### config.mk
export PLATFORM = sky130hd
export DESIGN_NAME = heartbeat_dead_node_monitor_unit_flat
export DESIGN_NICKNAME = d
export VERILOG_FILES = /design/src/design/hdnm_pkg.sv /design/src/design/hdnm_in_if.sv /design/src/design/hdnm_out_if.sv /design/src/design/hdnm_ram.sv /design/src/design/heartbeat_dead_node_monitor_unit.sv /design/src/flat_wrapper.sv
export VERILOG_INCLUDE_DIRS = /design/src /design/src/design
export SDC_FILE = /design/constraint.sdc
export NUM_CORES = 1
export LEC_CHECK = 0
export BUFFER_PORTS_ARGS = -buffer_cell sky130_fd_sc_hd__buf_2
export CORE_MARGIN = 2
export CORE_UTILIZATION = 44
export DETAILED_ROUTE_END_ITERATION = 8
export PLACE_DENSITY = 0.7
export SYNTH_ARGS = -nofsm -noshare
export SYNTH_HDL_FRONTEND = slang
export SYNTH_HIERARCHICAL = 1
export SYNTH_SLANG_ARGS = --single-unit
### constraint.sdc
create_clock -name clk_i -period 12.8 [get_ports clk_i]
set_clock_uncertainty 0.05 [all_clocks]
set_input_delay 1.92 -clock clk_i [delete_from_list [all_inputs] [get_ports clk_i]]
set_output_delay 1.92 -clock clk_i [all_outputs]
set_load 0.1 [all_outputs]
### src/design/heartbeat_dead_node_monitor_unit_assert.svh
// Assertion macros for the heartbeat dead node monitor.
// Included by the top level; defining ASSERT_OFF removes every check.
`ifndef HEARTBEAT_DEAD_NODE_MONITOR_UNIT_ASSERT_SVH
`define HEARTBEAT_DEAD_NODE_MONITOR_UNIT_ASSERT_SVH

`ifndef ASSERT_OFF

`define HDNM_ASSERT_IMP(lbl, clk, rst_n, ante, cons, msg) \
  lbl: assert property (@(posedge clk) disable iff (!rst_n) (ante) |-> (cons)) \
    else $error(msg);

`define HDNM_ASSERT_NXT(lbl, clk, rst_n, ante, cons, msg) \
  lbl: assert property (@(posedge clk) disable iff (!rst_n) (ante) |=> (cons)) \
    else $error(msg);

`else

`define HDNM_ASSERT_IMP(lbl, clk, rst_n, ante, cons, msg)

`define HDNM_ASSERT_NXT(lbl, clk, rst_n, ante, cons, msg)

`endif

`endif

### src/design/hdnm_pkg.sv
// Shared types and constants of the heartbeat dead node monitor.
// No dependencies; used by the channel interfaces, the top level and the testbench.
`default_nettype none

package hdnm_pkg;

  localparam int MAX_NODES_DEF = 32;

  localparam int MISS_W = 8;
  localparam int NODE_W = 5;
  localparam int NIU_W  = 6;
  localparam int MASK_W = 32;
  localparam int ACT_W  = 3;
  localparam int APB_AW = 5;
  localparam int APB_DW = 32;

  localparam logic [MISS_W-1:0] MISS_LIMIT_RST   = 8'd5;
  localparam logic [NODE_W-1:0] LOCAL_NODE_RST   = 5'd0;
  localparam logic [NIU_W-1:0]  NODES_IN_USE_RST = 6'd32;
  localparam logic [MASK_W-1:0] DELETED_MASK_RST = 32'd0;
  localparam logic              TRANSPORT_UP_RST = 1'b1;

  localparam logic FUNC_TRAFFIC = 1'b0;
  localparam logic FUNC_TICK    = 1'b1;

  typedef enum logic [ACT_W-1:0] {
    ACT_SKIPPED       = 3'd0,
    ACT_STILL_DOWN    = 3'd1,
    ACT_RECONNECTED   = 3'd2,
    ACT_ALIVE         = 3'd3,
    ACT_DECLARED_DOWN = 3'd4
  } action_e;

  typedef enum logic [2:0] {
    REG_MISS_LIMIT   = 3'd0,
    REG_LOCAL_NODE   = 3'd1,
    REG_NODES_IN_USE = 3'd2,
    REG_DELETED_MASK = 3'd3,
    REG_TRANSPORT_UP = 3'd4
  } reg_idx_e;

endpackage

`default_nettype wire

### src/design/hdnm_in_if.sv
// Input channel of the heartbeat dead node monitor: one traffic or tick beat.
// Depends on hdnm_pkg for the field widths.
`default_nettype none

interface hdnm_in_if;
  import hdnm_pkg::*;

  logic              valid;
  logic              ready;
  logic              func;
  logic [NODE_W-1:0] node_index;

  modport source (output valid, func, node_index, input ready);
  modport sink (input valid, func, node_index, output ready);
endinterface

`default_nettype wire

### src/design/hdnm_out_if.sv
// Result channel of the heartbeat dead node monitor: one beat per walked node.
// Depends on hdnm_pkg for the field widths and the action type.
`default_nettype none

interface hdnm_out_if;
  import hdnm_pkg::*;

  logic              valid;
  logic              ready;
  logic [NODE_W-1:0] peer_index;
  logic [ACT_W-1:0]  action;
  logic              keepalive_sent;
  logic              last;

  modport source (output valid, peer_index, action, keepalive_sent, last, input ready);
  modport sink (input valid, peer_index, action, keepalive_sent, last, output ready);
endinterface

`default_nettype wire

### src/design/hdnm_ram.sv
// Generic single-clock RAM with one write port and one registered read port.
// Self-contained; the read data holds while no read is issued.
`default_nettype none

module hdnm_ram #(
  parameter int WIDTH = 8,
  parameter int DEPTH = 32
) (
  input  logic                     clk_i,
  input  logic                     we_i,
  input  logic [$clog2(DEPTH)-1:0] waddr_i,
  input  logic [WIDTH-1:0]         wdata_i,
  input  logic                     re_i,
  input  logic [$clog2(DEPTH)-1:0] raddr_i,
  output logic [WIDTH-1:0]         rdata_o
);

  logic [WIDTH-1:0] mem_q [DEPTH];
  logic [WIDTH-1:0] rdata_q;

  always_ff @(posedge clk_i) begin
    if (we_i) begin
      mem_q[waddr_i] <= wdata_i;
    end
    if (re_i) begin
      rdata_q <= mem_q[raddr_i];
    end
  end

  assign rdata_o = rdata_q;

endmodule

`default_nettype wire

### src/design/heartbeat_dead_node_monitor_unit.sv
// Heartbeat dead node monitor: tracks which peers are heard and declares silent ones down.
// Depends on hdnm_pkg, hdnm_in_if, hdnm_out_if, hdnm_ram and the assertion header.
//
// A traffic beat marks one node as heard. A tick beat starts a walk over the first
// min(nodes_in_use, MAX_NODES, 32) entries, one entry per cycle while the result register
// is not stalled; a stalled result register holds the walk in place. The miss count of an
// entry is read from a one-read, one-write memory into its registered read port, then
// updated and written back in the same cycle that loads the result register. Input beats
// are refused until the last entry of a walk has loaded the result register. Reset clears
// heard marks and miss count validity and sets down marks; no clearing pass is needed.
`default_nettype none

`include "heartbeat_dead_node_monitor_unit_assert.svh"

module heartbeat_dead_node_monitor_unit #(
  parameter int MAX_NODES = hdnm_pkg::MAX_NODES_DEF
) (
  input  logic                        clk_i,
  input  logic                        rst_ni,
  input  logic                        psel,
  input  logic                        penable,
  input  logic                        pwrite,
  input  logic [hdnm_pkg::APB_AW-1:0] paddr,
  input  logic [hdnm_pkg::APB_DW-1:0] pwdata,
  output logic [hdnm_pkg::APB_DW-1:0] prdata,
  output logic                        pready,
  hdnm_in_if.sink                     in_i,
  hdnm_out_if.source                  out_o
);
  import hdnm_pkg::*;

  localparam int IW  = $clog2(MAX_NODES);
  localparam int LIM = (MAX_NODES < 32) ? MAX_NODES : 32;
  localparam int CW  = $clog2(LIM + 1);

  logic [MISS_W-1:0] miss_limit_q;
  logic [NODE_W-1:0] local_node_q;
  logic [NIU_W-1:0]  nodes_in_use_q;
  logic [MASK_W-1:0] deleted_mask_q;
  logic              transport_up_q;
  logic              cfg_we;
  reg_idx_e          reg_idx;

  logic [MAX_NODES-1:0] heard_q;
  logic [MAX_NODES-1:0] down_q;
  logic [MAX_NODES-1:0] mvalid_q;

  logic          walk_q;
  logic [CW-1:0] nxt_q;
  logic [CW-1:0] end_q;
  logic [CW-1:0] nxt_inc;
  logic [CW-1:0] tick_count;
  logic          s1_valid_q;
  logic [IW-1:0] s1_idx_q;
  logic          s1_last_q;

  logic in_fire;
  logic tick_start;
  logic trf_set;
  logic advance;
  logic rd_en;
  logic rd_last;
  logic eval_fire;

  logic [MISS_W-1:0] ram_rdata;
  logic [MISS_W-1:0] miss_cur;
  logic [MISS_W-1:0] miss_inc;
  logic [MISS_W-1:0] miss_wr;
  logic              heard_cur;
  logic              down_cur;
  logic              skip;
  logic              heard_clr;
  logic              down_set;
  logic              down_clr;
  logic              ka;
  action_e           act;

  logic              out_valid_q;
  logic [NODE_W-1:0] peer_q;
  action_e           act_q;
  logic              ka_q;
  logic              last_q;

  // Configuration port.
  assign pready  = 1'b1;
  assign cfg_we  = psel && penable && pwrite;
  assign reg_idx = reg_idx_e'(paddr[APB_AW-1:2]);

  always_ff @(posedge clk_i or negedge rst_ni) begin
    if (!rst_ni) begin
      miss_limit_q   <= MISS_LIMIT_RST;
      local_node_q   <= LOCAL_NODE_RST;
      nodes_in_use_q <= NODES_IN_USE_RST;
      deleted_mask_q <= DELETED_MASK_RST;
      transport_up_q <= TRANSPORT_UP_RST;
    end else if (cfg_we) begin
      unique case (reg_idx)
        REG_MISS_LIMIT:   miss_limit_q   <= pwdata[MISS_W-1:0];
        REG_LOCAL_NODE:   local_node_q   <= pwdata[NODE_W-1:0];
        REG_NODES_IN_USE: nodes_in_use_q <= pwdata[NIU_W-1:0];
        REG_DELETED_MASK: deleted_mask_q <= pwdata[MASK_W-1:0];
        REG_TRANSPORT_UP: transport_up_q <= pwdata[0];
        default: ;
      endcase
    end
  end

  always_comb begin
    unique case (reg_idx)
      REG_MISS_LIMIT:   prdata = APB_DW'(miss_limit_q);
      REG_LOCAL_NODE:   prdata = APB_DW'(local_node_q);
      REG_NODES_IN_USE: prdata = APB_DW'(nodes_in_use_q);
      REG_DELETED_MASK: prdata = APB_DW'(deleted_mask_q);
      REG_TRANSPORT_UP: prdata = APB_DW'(transport_up_q);
      default:          prdata = '0;
    endcase
  end

  // Input side and walk sequencing.
  assign in_i.ready = !walk_q && !s1_valid_q;
  assign in_fire    = in_i.valid && in_i.ready;
  assign tick_count = (32'(nodes_in_use_q) > LIM) ? CW'(LIM) : CW'(nodes_in_use_q);
  assign tick_start = in_fire && (in_i.func == FUNC_TICK) && (tick_count != '0);
  assign trf_set    = in_fire && (in_i.func == FUNC_TRAFFIC)
                      && (32'(in_i.node_index) < MAX_NODES);

  assign eval_fire = s1_valid_q && (!out_valid_q || out_o.ready);
  assign advance   = !s1_valid_q || eval_fire;
  assign rd_en     = walk_q && advance;
  assign nxt_inc   = nxt_q + 1'b1;
  assign rd_last   = (nxt_inc == end_q);

  always_ff @(posedge clk_i or negedge rst_ni) begin
    if (!rst_ni) begin
      walk_q     <= 1'b0;
      nxt_q      <= '0;
      end_q      <= '0;
      s1_valid_q <= 1'b0;
      s1_idx_q   <= '0;
      s1_last_q  <= 1'b0;
    end else begin
      if (tick_start) begin
        walk_q <= 1'b1;
        nxt_q  <= '0;
        end_q  <= tick_count;
      end else if (rd_en) begin
        nxt_q <= nxt_inc;
        if (rd_last) begin
          walk_q <= 1'b0;
        end
      end
      if (rd_en) begin
        s1_valid_q <= 1'b1;
        s1_idx_q   <= nxt_q[IW-1:0];
        s1_last_q  <= rd_last;
      end else if (eval_fire) begin
        s1_valid_q <= 1'b0;
      end
    end
  end

  hdnm_ram #(
    .WIDTH (MISS_W),
    .DEPTH (MAX_NODES)
  ) u_miss_ram (
    .clk_i   (clk_i),
    .we_i    (eval_fire && !skip),
    .waddr_i (s1_idx_q),
    .wdata_i (miss_wr),
    .re_i    (rd_en),
    .raddr_i (nxt_q[IW-1:0]),
    .rdata_o (ram_rdata)
  );

  // Per-entry update.
  assign heard_cur = heard_q[s1_idx_q];
  assign down_cur  = down_q[s1_idx_q];
  assign miss_cur  = mvalid_q[s1_idx_q] ? ram_rdata : '0;
  assign skip      = deleted_mask_q[5'(s1_idx_q)] || (5'(s1_idx_q) == local_node_q);
  assign miss_inc  = heard_cur ? '0
                   : ((miss_cur == '1) ? miss_cur : miss_cur + 1'b1);

  always_comb begin
    act       = ACT_SKIPPED;
    ka        = 1'b0;
    miss_wr   = miss_cur;
    heard_clr = 1'b0;
    down_set  = 1'b0;
    down_clr  = 1'b0;
    priority if (skip) begin
      act = ACT_SKIPPED;
    end else if (down_cur) begin
      if (heard_cur) begin
        down_clr = 1'b1;
        miss_wr  = '0;
        act      = ACT_RECONNECTED;
      end else begin
        act = ACT_STILL_DOWN;
      end
    end else begin
      heard_clr = 1'b1;
      ka        = transport_up_q;
      if (miss_inc >= miss_limit_q) begin
        down_set = 1'b1;
        miss_wr  = '0;
        act      = ACT_DECLARED_DOWN;
      end else begin
        miss_wr = miss_inc;
        act     = ACT_ALIVE;
      end
    end
  end

  always_ff @(posedge clk_i or negedge rst_ni) begin
    if (!rst_ni) begin
      heard_q  <= '0;
      down_q   <= '1;
      mvalid_q <= '0;
    end else begin
      if (trf_set) begin
        heard_q[IW'(in_i.node_index)] <= 1'b1;
      end
      if (eval_fire) begin
        if (heard_clr) begin
          heard_q[s1_idx_q] <= 1'b0;
        end
        if (down_set) begin
          down_q[s1_idx_q] <= 1'b1;
        end else if (down_clr) begin
          down_q[s1_idx_q] <= 1'b0;
        end
        if (!skip) begin
          mvalid_q[s1_idx_q] <= 1'b1;
        end
      end
    end
  end

  // Result register.
  always_ff @(posedge clk_i or negedge rst_ni) begin
    if (!rst_ni) begin
      out_valid_q <= 1'b0;
    end else if (eval_fire) begin
      out_valid_q <= 1'b1;
    end else if (out_o.ready) begin
      out_valid_q <= 1'b0;
    end
  end

  always_ff @(posedge clk_i) begin
    if (eval_fire) begin
      peer_q <= 5'(s1_idx_q);
      act_q  <= act;
      ka_q   <= ka;
      last_q <= s1_last_q;
    end
  end

  assign out_o.valid          = out_valid_q;
  assign out_o.peer_index     = peer_q;
  assign out_o.action         = act_q;
  assign out_o.keepalive_sent = ka_q;
  assign out_o.last           = last_q;

  `HDNM_ASSERT_IMP(a_no_accept_during_eval, clk_i, rst_ni, eval_fire, !in_fire,
                   "input beat accepted while a walk entry is evaluated")
  `HDNM_ASSERT_IMP(a_walk_starts_on_tick, clk_i, rst_ni, $rose(walk_q),
                   $past(in_fire && (in_i.func == FUNC_TICK)),
                   "walk started without an accepted tick")
  `HDNM_ASSERT_NXT(a_walk_drained_after_last, clk_i, rst_ni, eval_fire && s1_last_q,
                   !s1_valid_q && !walk_q,
                   "walk still active after its last entry")

endmodule

`default_nettype wire

### src/flat_wrapper.sv
// flat-port wrapper written by rule: the top's interface ports become plain ports
module heartbeat_dead_node_monitor_unit_flat import hdnm_pkg::*;
#(
  parameter int MAX_NODES = hdnm_pkg::MAX_NODES_DEF
)
  (clk_i, rst_ni, psel, penable, pwrite, paddr, pwdata, prdata, pready, in_i_valid, in_i_func, in_i_node_index, in_i_ready, out_o_valid, out_o_peer_index, out_o_action, out_o_keepalive_sent, out_o_last, out_o_ready);
  hdnm_in_if in_i_i ();
  hdnm_out_if out_o_i ();
  input  logic clk_i;
  input  logic rst_ni;
  input  logic psel;
  input  logic penable;
  input  logic pwrite;
  input  logic [hdnm_pkg::APB_AW-1:0] paddr;
  input  logic [hdnm_pkg::APB_DW-1:0] pwdata;
  output logic [hdnm_pkg::APB_DW-1:0] prdata;
  output logic pready;
  input wire logic [$bits(in_i_i.valid)-1:0] in_i_valid;
  input wire logic [$bits(in_i_i.func)-1:0] in_i_func;
  input wire logic [$bits(in_i_i.node_index)-1:0] in_i_node_index;
  output wire logic [$bits(in_i_i.ready)-1:0] in_i_ready;
  output wire logic [$bits(out_o_i.valid)-1:0] out_o_valid;
  output wire logic [$bits(out_o_i.peer_index)-1:0] out_o_peer_index;
  output wire logic [$bits(out_o_i.action)-1:0] out_o_action;
  output wire logic [$bits(out_o_i.keepalive_sent)-1:0] out_o_keepalive_sent;
  output wire logic [$bits(out_o_i.last)-1:0] out_o_last;
  input wire logic [$bits(out_o_i.ready)-1:0] out_o_ready;
  assign in_i_i.valid = in_i_valid;
  assign in_i_i.func = in_i_func;
  assign in_i_i.node_index = in_i_node_index;
  assign in_i_ready = in_i_i.ready;
  assign out_o_valid = out_o_i.valid;
  assign out_o_peer_index = out_o_i.peer_index;
  assign out_o_action = out_o_i.action;
  assign out_o_keepalive_sent = out_o_i.keepalive_sent;
  assign out_o_last = out_o_i.last;
  assign out_o_i.ready = out_o_ready;
  heartbeat_dead_node_monitor_unit #(.MAX_NODES(MAX_NODES)) u_core (.clk_i(clk_i), .rst_ni(rst_ni), .psel(psel), .penable(penable), .pwrite(pwrite), .paddr(paddr), .pwdata(pwdata), .prdata(prdata), .pready(pready), .in_i(in_i_i), .out_o(out_o_i));
endmodule
==> results.txt <==
#FFs+latches synth: 443
All-Layer GR Usage: 19.2%
leading area contributor after synthesis: edfxtp_1
P_int: 3.64 mW
EDFF count, synth: 274
Top FF cell, synth: edfxtp_1
number of global-route vias before repair: 11,600
Routed WL: 44,100 um
CP Data Required Time: 12.94 ns
Die Area: 46,300 um2
unrepaired setup endpoints after global routing: no
clock tree sinks: 443
Worst Hold Class: reg2reg
crit share post-route: 58.6%
Residual DRC: 0
ANT nets after route: 0
H-Tree Depth: 2
I/O Buffers: 91
Root Driver: clkbuf_16
MaxCap Viol Count: 0
worst-path fanout max: 47
VDD IR-drop max: 0.196 mV
row cnt: 77
first-pass GRT wire length: 68,900 um
vias per inst: 5.80
Initial Utilization: 44.4%
cell count after synthesis: 1,296
gr ovfl total: 0
Flop pwr share: 40.3%
Commonest cells post-synth: 274 x edfxtp_1, 133 x dfrtp_1, 102 x mux4_2, 76 x a21oi_1, 73 x nand2_1
critical path class: reg2reg
Rel. slew slack: 14.0%
pwr dens: 268 nW/um2
die height: 215 um
post-synthesis cell type count: 67
most numerous cell in the Yosys netlist: edfxtp_1
Data arrival, critical path: 7.64 ns
Worst-Skew Late Latency: 0.57 ns
CP endpoint: u_core/u_miss_ram/mem_q[9][6]
Synth Cell Area: 19,600 um2
Yosys top cell area share: 42.0%
FF-to-FF setup slack: 5.30 ns
drt first pass iters: 6
Critical Path Start Type: register
Hold Buf Count CTS: 0
setup_tns: 0 ns
largest net degree at the start of global routing: 95
wire length per cell: 22.0 um
Core Area: 44,100 um2
Synth Warn #: 6
clock share of power: 21.4%
Final HPWL DP: 27,800 um
hold slack final: 0.414 ns
Bufs on Longest Clock Path: 3
reg2reg start: u_core/s1_idx_q[1]
CP Capture Type: register
setup violators final: 0
post-cts resize count: 0
Sw Ratio: 38.3%
post-route minimum period: 7.50 ns
Worst-Margin Slew: 1.29 ns
FF-to-FF path depth: 18
Reg clk slew, reported paths: 0.06 ns
Synth async-reset ratio: 38.1%
ant diodes: 0
fraction of layout cells with a size suffix above 1: 27.7%
initial antenna violation count: 0
Static Leakage: 8.06 nW
NetSw: 2.26 mW
Peak Freq: 0.133 GHz
CTS tree: built
via count: 11,600
syn avg cell area: 15.1 um2
I/O pin total: 95
CTS Buf Count: 45
die width: 215 um
max-slew violations: 0
sequential share of the synthesized area: 63.8%
First DRT Iteration DRCs: 1,273
crit path from: u_core/s1_idx_q[1]
final hold violations: 0
nets: 1,437
Synth area leaders: edfxtp_1 42%, dfrtp_1 17%, mux4_2 12%
Gate power share: 38.3%
Post-CTS Setup Bufs: 0
syn nets: 1,356
worst flop-to-flop path endpoint: u_core/u_miss_ram/mem_q[9][6]
GPL Wtd Cong: 0.803
P&R area growth vs syn: 12.6%
status: finished, final reports clean
power groups by stage:
stage / Combinational (mW) / Clock, mW / Sequential [mW]
2_1_floorplan: 1.53 / 0 / 2.40
3_3_place_gp: 2.20 / 0 / 2.39
3_5_place_dp: 2.26 / 0 / 2.41
4_1_cts: 2.27 / 1.29 / 2.38
5_1_grt: 2.45 / 1.35 / 2.41
6_report: 2.26 / 1.26 / 2.38
placed cells by master (no fill, tap or decap), types with 8 or more instances in the layout:
| cell type | n |
|---|---|
| a21oi_1 | 76 |
| a22oi_1 | 8 |
| and2_1 | 30 |
| buf_2 | 90 |
| buf_4 | 18 |
| clkbuf_1 | 10 |
| clkbuf_16 | 46 |
| clkbuf_8 | 8 |
| clkinv_1 | 8 |
| dfrtp_1 | 129 |
| dfstp_2 | 36 |
| edfxtp_1 | 274 |
| ha_1 | 10 |
| inv_1 | 16 |
| mux2_2 | 56 |
| mux2i_1 | 30 |
| mux4_2 | 102 |
| nand2_1 | 73 |
| nand2b_1 | 22 |
| nand3_1 | 26 |
| nand3b_1 | 8 |
| nor2_1 | 64 |
| nor2b_1 | 21 |
| nor3_1 | 12 |
| o21ai_0 | 35 |
| o21bai_1 | 24 |
| o31ai_1 | 49 |
| xnor2_1 | 9 |
worst min-delay path by stage:
stage	to	cells past startpoint	slack, ns	startpoint
floorplan	u_core/out_o.last	0	0.37	u_core/s1_last_q
global placement	u_core/mvalid_q[21]	1	0.40	u_core/mvalid_q[21]
detailed placement	u_core/mvalid_q[5]	1	0.40	u_core/mvalid_q[5]
CTS	u_core/mvalid_q[13]	1	0.42	u_core/mvalid_q[13]
global route	u_core/mvalid_q[30]	1	0.44	u_core/mvalid_q[30]
finish	u_core/mvalid_q[13]	1	0.41	u_core/mvalid_q[13]
flip-flops by register name (all words and copies together) (netlist names), named ones only:
signal	cells
u_core/out_o.action	3
u_core/s1_idx_q	5
u_core/u_miss_ram/mem_q	256
u_core/walk_q	1
u_core/u_miss_ram/rdata_o	8
u_core/local_node_q	5
u_core/miss_limit_q	8
u_core/mvalid_q	32
u_core/out_o.last	1
u_core/nodes_in_use_q	6
u_core/deleted_mask_q	32
u_core/out_o.keepalive_sent	1
u_core/s1_valid_q	1
u_core/out_o.valid	1
u_core/s1_last_q	1
u_core/transport_up_q	1
u_core/nxt_q	6
u_core/end_q	6
u_core/heard_q	32
u_core/out_o.peer_index	5
cells by family after synthesis:
logic type / after synthesis / share of synthesized area (%)
other: 1 / 0.0191
DFF: 443 / 63.8
adders and majority gates: 10 / 0.638
xor gates and xnor gates: 16 / 0.715
muxes: 189 / 16.5
buffers and inverters: 92 / 2.24
AOI/OAI and AO/OA: 232 / 7.55
and+or+nand+nor: 313 / 8.53
metal layers:
metal | track usage (%) | part of all wire, %
met3 | 3.57 | 6.3
met5 | 0 | 0
met2 | 30.4 | 47
met4 | 5.54 | 2.2
met1 | 27.4 | 45
critical path, cell delays in order, from the launching register on:
cell	delay (ns)
dfrtp_2	0.65
buf_4	0.69
mux2i_1	0.33
o22ai_1	0.12
a22o_1	0.20
or4_1	0.70
and2_1	0.26
ha_1	0.21
and2_1	0.22
nand4_1	0.15
nand3_1	0.10
o21ai_0	0.10
nor2_1	0.06
ha_1	0.31
a2111o_1	0.41
o311ai_0	0.80
nand4_4	0.27
or3_1	0.42
a221oi_4	1.05
final cells by class:
cell class | count | area [um2]
fillers | 3702 | 22100
flip-flops and latches | 443 | 12500
multi-input cells | 761 | 6720
clock buffers | 64 | 1300
well taps | 592 | 741
repair buffers | 109 | 597
clock inverters | 17 | 134
inverters | 17 | 63.8
through the flow:
step | area, um2 | utilization, % | setup slack [ns] | power, mW | cells
after detailed placement | 20600 | 46.8 | 5.25 | 4.67 | 1922
after global placement | 20600 | 46.8 | 5.35 | 4.59 | 1922
after floorplan | 19600 | - | 6.22 | 3.94 | 1296
after CTS | 22100 | 50.0 | 5.21 | 5.94 | 2003
final | 22100 | 50.0 | 5.30 | 5.90 | 2003
after global routing | 22100 | 50.0 | 4.79 | 6.21 | 2003
No activity file was read; power rests on OpenSTA's default activity.
